--- config.mk ---
export PLATFORM = sky130hd
export DESIGN_NAME = latency_running_statistics
export DESIGN_NICKNAME = d
export VERILOG_FILES = /design/src/sv/lrs_pkg.sv /design/src/sv/lrs_front.sv /design/src/sv/lrs_mul.sv /design/src/sv/lrs_div.sv /design/src/sv/lrs_back.sv /design/src/sv/latency_running_statistics.sv
export SDC_FILE = /design/constraint.sdc
export NUM_CORES = 2
export LEC_CHECK = 0
export BUFFER_PORTS_ARGS = -buffer_cell sky130_fd_sc_hd__buf_4
export CORE_UTILIZATION = 30
export DETAILED_ROUTE_END_ITERATION = 6
export PLACE_DENSITY = 0.48
export SYNTH_ARGS = -nofsm -noshare
export SYNTH_HDL_FRONTEND = slang
export SYNTH_HIERARCHICAL = 1
export SYNTH_SLANG_ARGS = --single-unit
--- constraint.sdc ---
create_clock -name clk -period 22.2 [get_ports clk]
set_input_delay 3.33 -clock clk [delete_from_list [all_inputs] [get_ports clk]]
set_output_delay 3.33 -clock clk [all_outputs]
set_load 0.03 [all_outputs]
--- src/sv/lrs_pkg.sv ---
// Types and constants of the latency statistics block.
package lrs_pkg;

  localparam int unsigned DW = 64;
  localparam logic [32:0] COUNT_MAX    = 33'h1_FFFF_FFFF;
  localparam logic [32:0] FREEZE_LIMIT = 33'h0_FFFF_FFFF;

  localparam logic OP_RECORD = 1'b0;
  localparam logic OP_CLEAR  = 1'b1;

  // One queued beat from the front to the back.
  typedef struct packed {
    logic        opcode;
    logic [31:0] elapsed;
  } lrs_item_t;

  // One result beat.
  typedef struct packed {
    logic [31:0] last_value;
    logic [31:0] first_value;
    logic [31:0] max_value;
    logic [31:0] min_value;
    logic [31:0] mean;
    logic [31:0] std_dev;
    logic [63:0] variance;
    logic        cold_report;
    logic        frozen;
  } lrs_result_t;

  // Request to an arithmetic unit.
  typedef struct packed {
    logic          start;
    logic [DW-1:0] op_a;
    logic [DW-1:0] op_b;
  } lrs_req_t;

  // Answer from an arithmetic unit.
  typedef struct packed {
    logic          done;
    logic [DW-1:0] value;
  } lrs_rsp_t;

endpackage

--- src/sv/lrs_front.sv ---
// Front end: input acceptance, enable filtering and a two-entry item queue.
module lrs_front
  import lrs_pkg::*;
(
  input  logic      clk,
  input  logic      rst,
  input  logic      push,
  output logic      full,
  input  logic      opcode,
  input  logic [31:0] elapsed,
  input  logic      cfg_valid,
  output logic      cfg_ready,
  input  logic      cfg_data,
  output logic      q_valid,
  output lrs_item_t q_item,
  input  logic      q_pop
);

  lrs_item_t   slots [2];
  logic        wr_ptr;
  logic        rd_ptr;
  logic [1:0]  fill;
  logic        enable;
  logic        take;
  logic        keep;

  assign cfg_ready = 1'b1;
  assign full      = (fill == 2'd2);
  assign take      = push && !full;
  // clears go through whenever the queue has room, records only while enabled
  assign keep      = take && ((opcode == OP_CLEAR) || enable);
  assign q_valid   = (fill != 2'd0);
  assign q_item    = slots[rd_ptr];

  // enable register
  always_ff @(posedge clk) begin
    if (rst) begin
      enable <= 1'b1;
    end else if (cfg_valid && cfg_ready) begin
      enable <= cfg_data;
    end
  end

  // queue pointers and fill
  always_ff @(posedge clk) begin
    if (rst) begin
      wr_ptr <= 1'b0;
      rd_ptr <= 1'b0;
      fill   <= 2'd0;
    end else begin
      if (keep) wr_ptr <= !wr_ptr;
      if (q_pop) rd_ptr <= !rd_ptr;
      fill <= fill + {1'b0, keep} - {1'b0, q_pop};
    end
  end

  // queue payload
  always_ff @(posedge clk) begin
    if (keep) begin
      slots[wr_ptr] <= '{opcode: opcode, elapsed: elapsed};
    end
  end

endmodule

--- src/sv/lrs_mul.sv ---
// Shift-add multiplier, 64-bit wrapping product, one multiplier bit a cycle.
module lrs_mul
  import lrs_pkg::*;
(
  input  logic     clk,
  input  logic     rst,
  input  lrs_req_t req,
  output lrs_rsp_t rsp
);

  logic          busy;
  logic [DW-1:0] ma;
  logic [DW-1:0] mb;
  logic [DW-1:0] acc;

  // done once no multiplier bits remain
  assign rsp.done  = busy && (ma == '0);
  assign rsp.value = acc;

  always_ff @(posedge clk) begin
    if (rst) begin
      busy <= 1'b0;
    end else if (req.start) begin
      busy <= 1'b1;
    end else if (rsp.done) begin
      busy <= 1'b0;
    end
  end

  always_ff @(posedge clk) begin
    if (req.start) begin
      ma  <= req.op_a;
      mb  <= req.op_b;
      acc <= '0;
    end else if (busy && (ma != '0)) begin
      if (ma[0]) acc <= acc + mb;
      ma <= ma >> 1;
      mb <= mb << 1;
    end
  end

endmodule

--- src/sv/lrs_div.sv ---
// Restoring divider, 64 by 64 bits, one quotient bit a cycle.
module lrs_div
  import lrs_pkg::*;
(
  input  logic     clk,
  input  logic     rst,
  input  lrs_req_t req,
  output lrs_rsp_t rsp
);

  localparam int unsigned CW = $clog2(DW + 1);

  logic          busy;
  logic [CW-1:0] cnt;
  logic [DW-1:0] rem;
  logic [DW-1:0] quo;
  logic [DW-1:0] den;
  logic [DW:0]   trial;
  logic          fits;

  assign trial     = {rem, quo[DW-1]};
  assign fits      = (trial >= {1'b0, den});
  assign rsp.done  = busy && (cnt == '0);
  assign rsp.value = quo;

  always_ff @(posedge clk) begin
    if (rst) begin
      busy <= 1'b0;
    end else if (req.start) begin
      busy <= 1'b1;
    end else if (rsp.done) begin
      busy <= 1'b0;
    end
  end

  // one quotient bit per cycle
  always_ff @(posedge clk) begin
    if (req.start) begin
      rem <= '0;
      quo <= req.op_a;
      den <= req.op_b;
      cnt <= CW'(DW);
    end else if (busy && (cnt != '0)) begin
      if (fits) begin
        rem <= DW'(trial - {1'b0, den});
      end else begin
        rem <= trial[DW-1:0];
      end
      quo <= {quo[DW-2:0], fits};
      cnt <= cnt - 1'b1;
    end
  end

endmodule

--- src/sv/lrs_back.sv ---
// Back end: statistics state, update sequencer and result register.
module lrs_back
  import lrs_pkg::*;
#(
  parameter int unsigned NEWTON_STEPS = 10
) (
  input  logic        clk,
  input  logic        rst,
  input  logic        q_valid,
  input  lrs_item_t   q_item,
  output logic        q_pop,
  output lrs_req_t    mul_req,
  input  lrs_rsp_t    mul_rsp,
  output lrs_req_t    div_req,
  input  lrs_rsp_t    div_rsp,
  output logic        res_valid,
  output lrs_result_t res,
  input  logic        res_pop
);

  localparam int unsigned SW = $clog2(NEWTON_STEPS + 1);

  localparam logic [3:0] S_IDLE = 4'd0;
  localparam logic [3:0] S_SQ   = 4'd1;
  localparam logic [3:0] S_NSQ  = 4'd2;
  localparam logic [3:0] S_SS   = 4'd3;
  localparam logic [3:0] S_DV1  = 4'd4;
  localparam logic [3:0] S_DV2  = 4'd5;
  localparam logic [3:0] S_AVG  = 4'd6;
  localparam logic [3:0] S_NDIV = 4'd7;
  localparam logic [3:0] S_OUT  = 4'd8;

  logic [3:0]    state;
  logic [32:0]   sample_count;
  logic [63:0]   sum_samples;
  logic [63:0]   sum_squares;
  logic [31:0]   last_sample;
  logic [31:0]   max_sample;
  logic [31:0]   min_sample;
  logic [31:0]   cold_sample;
  logic [31:0]   saved_mean;
  logic [31:0]   saved_root;
  logic [63:0]   saved_variance;
  logic [63:0]   nsq;
  logic [63:0]   var_work;
  logic [63:0]   x;
  logic [SW-1:0] steps;
  logic          is_cold;
  logic          is_frozen;
  logic [32:0]   count_next;
  logic [31:0]   d;
  logic [63:0]   xn;
  logic          go_on;
  logic          out_free;
  logic          mul_start;
  logic [63:0]   mul_a;
  logic [63:0]   mul_b;
  logic          div_start;
  logic [63:0]   div_a;
  logic [63:0]   div_b;
  logic          rec_go;
  logic          avg_go;
  logic          newton_go;
  logic          mul_go;
  logic          div_go;

  assign d          = q_item.elapsed;
  assign count_next = (sample_count < COUNT_MAX) ? sample_count + 33'd1 : sample_count;
  assign q_pop      = (state == S_IDLE) && q_valid;
  assign xn         = 64'(div_rsp.value + x) >> 1;
  assign go_on      = (steps < SW'(NEWTON_STEPS)) && (xn != x);
  assign out_free   = !res_valid || res_pop;

  assign mul_req = '{start: mul_start, op_a: mul_a, op_b: mul_b};
  assign div_req = '{start: div_start, op_a: div_a, op_b: div_b};

  // arithmetic unit launches
  assign rec_go    = (state == S_IDLE) && q_valid && (q_item.opcode == OP_RECORD) &&
                     (count_next != 33'd1) && !(count_next > FREEZE_LIMIT);
  assign avg_go    = (state == S_AVG) && div_rsp.done && (var_work != '0) &&
                     (div_rsp.value[31:0] != '0);
  assign newton_go = (state == S_NDIV) && div_rsp.done && go_on && (xn != '0);
  assign mul_go    = rec_go || (((state == S_SQ) || (state == S_NSQ)) && mul_rsp.done);
  assign div_go    = ((state == S_SS) && mul_rsp.done) ||
                     (((state == S_DV1) || (state == S_DV2)) && div_rsp.done) ||
                     avg_go || newton_go;

  // start pulses
  always_ff @(posedge clk) begin
    if (rst) begin
      mul_start <= 1'b0;
      div_start <= 1'b0;
    end else begin
      mul_start <= mul_go;
      div_start <= div_go;
    end
  end

  // sequencer and statistics state
  always_ff @(posedge clk) begin
    if (rst) begin
      state          <= S_IDLE;
      sample_count   <= '0;
      sum_samples    <= '0;
      sum_squares    <= '0;
      last_sample    <= '0;
      max_sample     <= '0;
      min_sample     <= '0;
      cold_sample    <= '0;
      saved_mean     <= '0;
      saved_root     <= '0;
      saved_variance <= '0;
      is_cold        <= 1'b0;
      is_frozen      <= 1'b0;
    end else begin
      unique case (state)
        S_IDLE: begin
          if (q_valid) begin
            if (q_item.opcode == OP_CLEAR) begin
              sample_count   <= '0;
              sum_samples    <= '0;
              sum_squares    <= '0;
              last_sample    <= '0;
              max_sample     <= '0;
              min_sample     <= '0;
              cold_sample    <= '0;
              saved_mean     <= '0;
              saved_root     <= '0;
              saved_variance <= '0;
            end else begin
              sample_count <= count_next;
              is_cold      <= (count_next == 33'd1);
              is_frozen    <= (count_next > FREEZE_LIMIT);
              if (count_next == 33'd1) begin
                cold_sample <= d;
                state       <= S_OUT;
              end else begin
                last_sample <= d;
                if (d > max_sample) max_sample <= d;
                if ((min_sample == '0) || (d < min_sample)) min_sample <= d;
                if (count_next > FREEZE_LIMIT) begin
                  state <= S_OUT;
                end else begin
                  sum_samples <= sum_samples + {32'd0, d};
                  mul_a       <= {32'd0, d};
                  mul_b       <= {32'd0, d};
                  state       <= S_SQ;
                end
              end
            end
          end
        end
        S_SQ: begin
          if (mul_rsp.done) begin
            sum_squares <= sum_squares + mul_rsp.value;
            mul_a       <= {31'd0, sample_count};
            mul_b       <= sum_squares + mul_rsp.value;
            state       <= S_NSQ;
          end
        end
        S_NSQ: begin
          if (mul_rsp.done) begin
            nsq   <= mul_rsp.value;
            mul_a <= sum_samples;
            mul_b <= sum_samples;
            state <= S_SS;
          end
        end
        S_SS: begin
          if (mul_rsp.done) begin
            div_a <= nsq - mul_rsp.value;
            div_b <= {32'd0, sample_count[31:0]};
            state <= S_DV1;
          end
        end
        S_DV1: begin
          if (div_rsp.done) begin
            div_a <= div_rsp.value;
            div_b <= {32'd0, sample_count[31:0] - 32'd1};
            state <= S_DV2;
          end
        end
        S_DV2: begin
          if (div_rsp.done) begin
            var_work <= div_rsp.value;
            div_a    <= sum_samples;
            div_b    <= {31'd0, sample_count};
            state    <= S_AVG;
          end
        end
        S_AVG: begin
          if (div_rsp.done) begin
            saved_mean     <= div_rsp.value[31:0];
            saved_variance <= var_work;
            x              <= {32'd0, div_rsp.value[31:0]};
            steps          <= '0;
            if (var_work == '0) begin
              saved_root <= '0;
              state      <= S_OUT;
            end else if (div_rsp.value[31:0] == '0) begin
              // zero seed: the root falls back to the variance
              saved_root <= var_work[31:0];
              state      <= S_OUT;
            end else begin
              div_a <= var_work;
              div_b <= {32'd0, div_rsp.value[31:0]};
              state <= S_NDIV;
            end
          end
        end
        S_NDIV: begin
          if (div_rsp.done) begin
            x     <= xn;
            steps <= steps + 1'b1;
            if (!go_on) begin
              saved_root <= xn[31:0];
              state      <= S_OUT;
            end else if (xn == '0) begin
              saved_root <= var_work[31:0];
              state      <= S_OUT;
            end else begin
              div_a <= var_work;
              div_b <= xn;
              state <= S_NDIV;
            end
          end
        end
        S_OUT: begin
          if (out_free) state <= S_IDLE;
        end
        default: state <= S_IDLE;
      endcase
    end
  end

  // result register
  always_ff @(posedge clk) begin
    if (rst) begin
      res_valid <= 1'b0;
    end else if ((state == S_OUT) && out_free) begin
      res_valid <= 1'b1;
    end else if (res_pop) begin
      res_valid <= 1'b0;
    end
  end

  always_ff @(posedge clk) begin
    if ((state == S_OUT) && out_free) begin
      if (is_cold) begin
        res <= '{last_value: '0, first_value: cold_sample, max_value: '0,
                 min_value: '0, mean: '0, std_dev: '0, variance: '0,
                 cold_report: 1'b1, frozen: 1'b0};
      end else begin
        res <= '{last_value: last_sample, first_value: cold_sample,
                 max_value: max_sample, min_value: min_sample, mean: saved_mean,
                 std_dev: saved_root, variance: saved_variance,
                 cold_report: 1'b0, frozen: is_frozen};
      end
    end
  end

endmodule

--- src/sv/latency_running_statistics.sv ---
// Top level of the latency running statistics block.
//
//   channel   direction  handshake               beat
//   input     in         push / full             opcode, elapsed
//   result    out        empty / pop             nine statistics fields
//   config    in         cfg_valid / cfg_ready   cfg_data (enable)
//
// While cold or frozen, a recorded sample goes straight from the back end's idle
// state to its output state; otherwise it takes three products in the shift-add
// multiplier (32-, 33- and 64-bit multiplier operands) and up to NEWTON_STEPS+4
// passes through the shared divider. A clear is handled in the idle state alone.
// Reset is synchronous, needs no sweep. A two-entry queue lets input beats land
// while the back end works or a result waits to be popped.
module latency_running_statistics
  import lrs_pkg::*;
#(
  parameter int unsigned NEWTON_STEPS = 10
) (
  input  logic        clk,
  input  logic        rst,
  input  logic        push,
  output logic        full,
  input  logic        opcode,
  input  logic [31:0] elapsed,
  output logic        empty,
  input  logic        pop,
  output logic [31:0] last_value,
  output logic [31:0] first_value,
  output logic [31:0] max_value,
  output logic [31:0] min_value,
  output logic [31:0] mean,
  output logic [31:0] std_dev,
  output logic [63:0] variance,
  output logic        cold_report,
  output logic        frozen,
  input  logic        cfg_valid,
  output logic        cfg_ready,
  input  logic        cfg_data
);

  logic        q_valid;
  lrs_item_t   q_item;
  logic        q_pop;
  lrs_req_t    mul_req;
  lrs_rsp_t    mul_rsp;
  lrs_req_t    div_req;
  lrs_rsp_t    div_rsp;
  logic        res_valid;
  lrs_result_t res;

  lrs_front u_front (
    .clk, .rst, .push, .full, .opcode, .elapsed,
    .cfg_valid, .cfg_ready, .cfg_data,
    .q_valid, .q_item, .q_pop
  );

  lrs_mul u_mul (.clk, .rst, .req(mul_req), .rsp(mul_rsp));
  lrs_div u_div (.clk, .rst, .req(div_req), .rsp(div_rsp));

  lrs_back #(.NEWTON_STEPS(NEWTON_STEPS)) u_back (
    .clk, .rst, .q_valid, .q_item, .q_pop,
    .mul_req, .mul_rsp, .div_req, .div_rsp,
    .res_valid, .res, .res_pop(pop && !empty)
  );

  // result ports
  assign empty       = !res_valid;
  assign last_value  = res.last_value;
  assign first_value = res.first_value;
  assign max_value   = res.max_value;
  assign min_value   = res.min_value;
  assign mean        = res.mean;
  assign std_dev     = res.std_dev;
  assign variance    = res.variance;
  assign cold_report = res.cold_report;
  assign frozen      = res.frozen;

endmodule

Word-level counts from Yosys, hierarchy flattened
Memory sizes are Yosys's and may differ from the RTL's. A register that Yosys moved wholly into a read port is not among the register bits.
Index checks and enable logic that the tools add are counted.
{"block": "word_totals", "mem_bits_rw": 66, "inputBits": 39, "ff_bits": 1534, "elab_cells": 281, "out_inout_bits": 261, "memories": 1}
{"name": "u_front.slots", "words": 2, "word_bits": 33, "read_ports": 1, "rd_ports_with_merged_regs": 1, "wr": 1, "line_no": "lrs_front.sv:19", "rtl": "lrs_item_t slots [2];"}
{"block": "op_classes", "n_bitwise": 2, "n_lt_le_gt_ge": 6, "mux": 101, "n_addsub": 12, "eq_ne": 33, "n_reduce_logical": 80}
{"operator": "2-to-1 mux 64 bit", "count": 40}
{"operator": "case mux 64 bit (5 select lines)", "count": 2}
{"operator": "2-to-1 mux 32 bit", "count": 19}
{"operator": "case mux 64 bit (2 select lines)", "count": 3}
{"operator": "case mux 64 bit (3 select lines)", "count": 2}
{"operator": "adder 64 bit", "count": 3}
{"operator": "logical NOT 64 bit", "count": 3}
{"operator": "nonzero test 64 bit", "count": 3}
{"operator": "subtractor 64 bit", "count": 2}
{"operator": "case mux 32 bit (3 select lines)", "count": 1}
{"operator": "2-to-1 mux 4 bit", "count": 18}
{"operator": "2-to-1 mux 33 bit", "count": 2}
{"operator": ">= comparator 65 x 64 -> 1 bit", "count": 1}
{"operator": "adder 64 x 32 -> 64 bit", "count": 1}
{"operator": "logical NOT 32 bit", "count": 2}
{"operator": "inequality test 63 x 64 -> 1 bit", "count": 1}
{"operator": "case mux 32 bit (2 select lines)", "count": 1}
{"operator": "case mux 4 bit (9 select lines)", "count": 1}
{"operator": "adder 33 x 1 -> 33 bit, second input constant", "count": 1}
{"operator": "equality test 33 x 1 -> 1 bit, second input constant", "count": 1}
{"operator": "> comparator 33 x 32 -> 1 bit, second input constant", "count": 1}
{"operator": "< comparator 33 bit, second input constant", "count": 1}
{"operator": "inequality test 33 x 1 -> 1 bit, second input constant", "count": 1}
{"operator": "> comparator 32 bit", "count": 1}
{"operator": "36 further kinds", "count": 123}

Longest topological paths before layout
{"block": "depth", "ltp_word": 8, "mapped_depth": 20}

By module
The synthesis kept the hierarchy.
{"mod": "lrs_back", "area_each_um2": 61706.7, "n_inst": 1, "cells_each": 6441}
{"mod": "lrs_div", "area_each_um2": 11880.1, "n_inst": 1, "cells_each": 1219}
{"mod": "lrs_mul", "area_each_um2": 11639.9, "n_inst": 1, "cells_each": 1136}
{"mod": "lrs_front", "area_each_um2": 2680.1, "n_inst": 1, "cells_each": 134}
{"mod": "latency_running_statistics", "area_each_um2": 10.0, "n_inst": 1, "cells_each": 2}

Worst setup path before layout
No wires, ideal clock.
{"block": "synth_path", "kind": "input -> register", "from": "input port pop", "to": "register u_back/res[0] (netlist name)", "t_arrival_ns": 14.877, "stages": 3, "setup_slack_ns": 6.412, "path_cell_list": "and2_1 -> nand2b_1 -> nor2b_1"}
{"block": "synth_via", "elab_chain_cells": 3}
{"element": "from (decl)", "line_no": "latency_running_statistics.sv:26", "rtl": "input logic pop,"}
{"element": "logical AND 1 bit", "line_no": "latency_running_statistics.sv:63", "rtl": ".res_valid, .res, .res_pop(pop && !empty)"}
{"element": "logical OR 1 bit", "line_no": "lrs_back.sv:72", "rtl": "assign out_free = !res_valid || res_pop;"}
{"element": "logical AND 1 bit", "line_no": "lrs_back.sv:248", "rtl": "if ((state == S_OUT) && out_free) begin"}
Every way passes these cells.
A chain may end at the register's enable or synchronous reset.

Worst setup path after layout
{"block": "layout_path", "from": "register u_div.quo[0]", "to": "register u_back.div_b[62], enable pin"}
{"block": "layout_via", "elab_chain_cells": 5, "elab_cells_between_ends": 9, "classes_between": "add/sub: 1; eq/ne: 4; reduce/logical: 4"}
{"element": "from (decl)", "line_no": "lrs_div.sv:16", "rtl": "logic [DW-1:0] quo;"}
{"element": "from (signal assigned)", "line_no": "lrs_div.sv:40", "rtl": "quo <= req.op_a;"}
{"element": "from (signal assigned)", "line_no": "lrs_div.sv:49", "rtl": "quo <= {quo[DW-2:0], fits};"}
{"element": "adder 64 bit", "line_no": "lrs_back.sv:70", "rtl": "assign xn = 64'(div_rsp.value + x) >> 1;"}
{"element": "inequality test 63 x 64 -> 1 bit", "line_no": "lrs_back.sv:71", "rtl": "assign go_on = (steps < SW'(NEWTON_STEPS)) && (xn != x);"}
{"element": "logical AND 1 bit", "line_no": "lrs_back.sv:71"}
{"element": "inequality test 2 x 1 -> 1 bit (no line)"}
{"element": "AND reduction 11 bit (no line) *"}
{"element": "to (signal assigned)", "line_no": "lrs_back.sv:172", "rtl": "div_b <= {32'd0, sample_count[31:0]};"}
{"element": "to (signal assigned)", "line_no": "lrs_back.sv:179", "rtl": "div_b <= {32'd0, sample_count[31:0] - 32'd1};"}
{"element": "to (signal assigned)", "line_no": "lrs_back.sv:187", "rtl": "div_b <= {31'd0, sample_count};"}
{"element": "to (decl)", "line_no": "lrs_back.sv:60", "rtl": "logic [63:0] div_b;"}
Every way passes the cells marked *; elsewhere a longest branch is shown, timed or not.

==> qor.csv <==
stage,metric,value,unit
outcome,run status,finished clean,
placement,placed cell areas,94050,um^2
critical_path,reg2reg start,u_div/quo[0],
clock_tree,Skew-Pair Late Insertion Delay,0.90,ns
global_routing,GRT Residual Overflow,0,
pwr,PD cells,105.8,nW/um^2
critical_path,"setup slack, reg-to-reg",13.76,ns
timing,Slew Limit Headroom,13.53,%
critical_path,worst r2r dst,u_back/div_b[62],
clock_tree,worst-case clock buffer depth,4,
global_routing,first-pass GRT wire length,491.4,mm
clock_tree,CTS Hold Bufs,0,
clock_tree,Clock Sinks,1599,
synth,syn_nets,9393,
pwr,Leak Pwr,0.03687,uW
synth,Syn Inst Count,8932,
die,Die ar.,295200,um^2
synth,top-area cell type share of the netlist area,35.18,%
layout,Util after Layout,34.54,%
timing,Fin. Hold Viols,0,
timing,RSZ-0062 raised after global routing,false,
route,DRT Pass-1 Iters,6,
critical_path,crit start category,flip-flop,
die,Initial Utilization,30.18,%
min_path,HP Class,flip-flop to flip-flop,
layout,fin area,100600,um^2
global_routing,All-Layer GR Usage,22.59,%
route,routed wire length,345.1,mm
synth,"top cells by area, synth","edfxtp_1 (35%), dfxtp_1 (13%), ha_1 (5.9%)",
min_path,Hold Path Sink,u_back/res[220],
min_path,Hold Path Depth,0,
synth,Synth Register Bits,1599,
placement,PortBufs,298,
route,Detail Route Antenna Nets,0,
pwr,VDD IR max,66.74,uV
layout,NumNets Final,9493,
synth,most frequent cells after synthesis,"edfxtp_1 (1030), nand2_1 (880), a21oi_1 (760)",
die,DIE WIDTH,543.3,um
placement,Setup WS pre-CTS,13.90,ns
critical_path,worst-path fanout max,64,
clock_tree,Root Buffer,clkbuf_16,
route,vias,71280,
synth,"Avg Cell Area, Syn",9.843,um^2
timing,worst slew pin tran,1.285,ns
min_path,Hold Startpoint,u_back/cold_sample[26],
synth,top cell type by total area after synthesis,edfxtp_1,
placement,detailed placer's ending HPWL,261.0,mm
die,top-level I/O count,300,
critical_path,R2R cell count,16,
route,DR vias/cell,5.440,
synth,yosys warns,6,
route,DRT iter0 DRCs,6271,
clock_tree,PostCTS Resize Cnt,0,
critical_path,CP endpoint kind,flip-flop,
layout,max reg flops,258,
critical_path,crit path DAT,8.84,ns
critical_path,critical path class,flip-flop to flip-flop,
run,Max Cap Violations,0,
global_routing,vias in the first global route,68900,
layout,share of cells above drive strength 1,11.98,%
die,CORE AREA,291300,um^2
global_routing,largest net degree at the start of global routing,129,
synth,Post-Syn Area,87920,um^2
synth,Post-synth top flop,edfxtp_1,
route,DRC,0,
placement,routability cong.,0.9541,
pwr,total chip power,10650,uW
timing,fin. max-slew vios,0,
layout,Regs by FF count,"u_back/res x258, u_front/slots x66",
timing,period utilization,38.00,%
clock_tree,Clock transition at path regs,0.06,ns
timing,Setup Skew,0.09262,ns
timing,final worst path period need,8.436,ns
clock_tree,CTS H-tree lvls,4,
layout,Area Growth Syn to Fin,14.45,%
global_routing,initial antenna violation count,29,
timing,Worst Slack Setup Final,13.76,ns
timing,Max Fclk,118.5,MHz
route,wire per inst,26.34,um
timing,Fin Setup TNS,0,ns
synth,"EDFF count, synth",1030,
synth,most common cell in the netlist,edfxtp_1,
die,die height,543.3,um
critical_path,Critical Path RT,22.60,ns
timing,Finish-stage setup viols,0,
clock_tree,TritonCTS clock tree,done,
clock_tree,setup bufs post-CTS,0,
synth,Synth cell types,123,
synth,register area share after synthesis,48.14,%
layout,Reg with most FFs,u_back/res,
synth,"Async S/R FF share, synth",0,%
clock_tree,Num CTS Buffers,194,
die,Std-Cell Rows,198,
## worst max-delay path, stage by stage (launching register included)
cell and delay (ns):
edfxtp_1 0.57, and2_1 0.26, fa_1 0.42, a211o_1 0.39, a211o_1 0.36, a31oi_1 0.30
xnor2_1 0.28, a2111oi_0 0.85, o2111ai_1 0.34, nor4_1 0.52, nand4_1 0.25, nor4_1 0.66
nand4_1 0.16, nor4_1 0.85, a2111oi_4 0.25, o311a_4 0.78, buf_4 0.50
## layer usage
layer  wire, um  GRT usage [%]  vias up  share of wire, %
li1           -              -    33150                 -
met1     158400          31.53    35380                46
met2     155900          36.15     2348                45
met3      18610          2.634      406               5.4
met4      12190          7.352        4               3.5
met5         22              0        -            0.0064
## cell usage in the layout (no fill, tap or decap), types with 112 or more instances in the layout
cell type | Yosys | layout
nand2_1 | 880 | 877
a21o_1 | 233 | 232
nor2b_1 | 220 | 218
xnor2_1 | 243 | 243
nand4_1 | 149 | 149
nor3_1 | 152 | 148
edfxtp_1 | 1030 | 1030
a21oi_1 | 760 | 756
dfxtp_1 | 569 | 564
xor2_1 | 158 | 158
nor2_1 | 733 | 725
mux2_2 | 233 | 232
nand3_1 | 273 | 273
buf_4 | 15 | 426
ha_1 | 416 | 416
clkbuf_16 | 0 | 202
inv_1 | 336 | 335
o21ai_0 | 395 | 395
a22oi_1 | 112 | 112
## cell families after synthesis
family	count (synthesis)	synth area share, %
AOI/OAI and AO/OA	2366	17.49
other	2	0.008542
xor gates and xnor gates	408	4.177
adders and majority gates	422	6.057
muxes	302	3.770
buffers and inverters	865	4.028
DFF	1599	48.14
and+or+nand+nor	2968	16.34
## cell type report
cell class	count	area, um^2
sequential	1599	42340
antenna	7	17.52
inverter	339	1272
multi-input combinational	6468	42290
clock buffer	268	5433
fill	29600	190700
tap	3900	4880
clock inverter	92	1117
timing repair buffer	430	3273
## through the flow
step / hold slack (ns) / instances
finish: 0.3942 / 13100
detailed placement: 0.4063 / 12740
CTS: 0.3881 / 13100
floorplan: 0.4003 / 8932
global route: 0.4085 / 13100
global placement: 0.4006 / 12740
## how the worst max path moves through the flow
stage	startpoint	end	cells past startpoint
final	u_div/quo[0]	u_back/div_b[62]	16
after global routing	u_div/quo[0]	u_back/div_b[57]	16
after CTS	u_div/quo[0]	u_back/div_b[47]	16
after detailed placement	u_div/quo[0]	u_back/div_b[50]	16
after global placement	u_div/quo[0]	u_back/div_b[58]	16
after floorplan	pop	u_back/res[0]	3
## power by group
group	total (uW)	leakage (uW)	switching, uW	internal, uW
clock network	3310	0.00316	1350	1950
logic	3390	0.0197	2280	1100
registers	3950	0.0140	327	3620
Note: power is estimated with default switching activity, not from simulation.
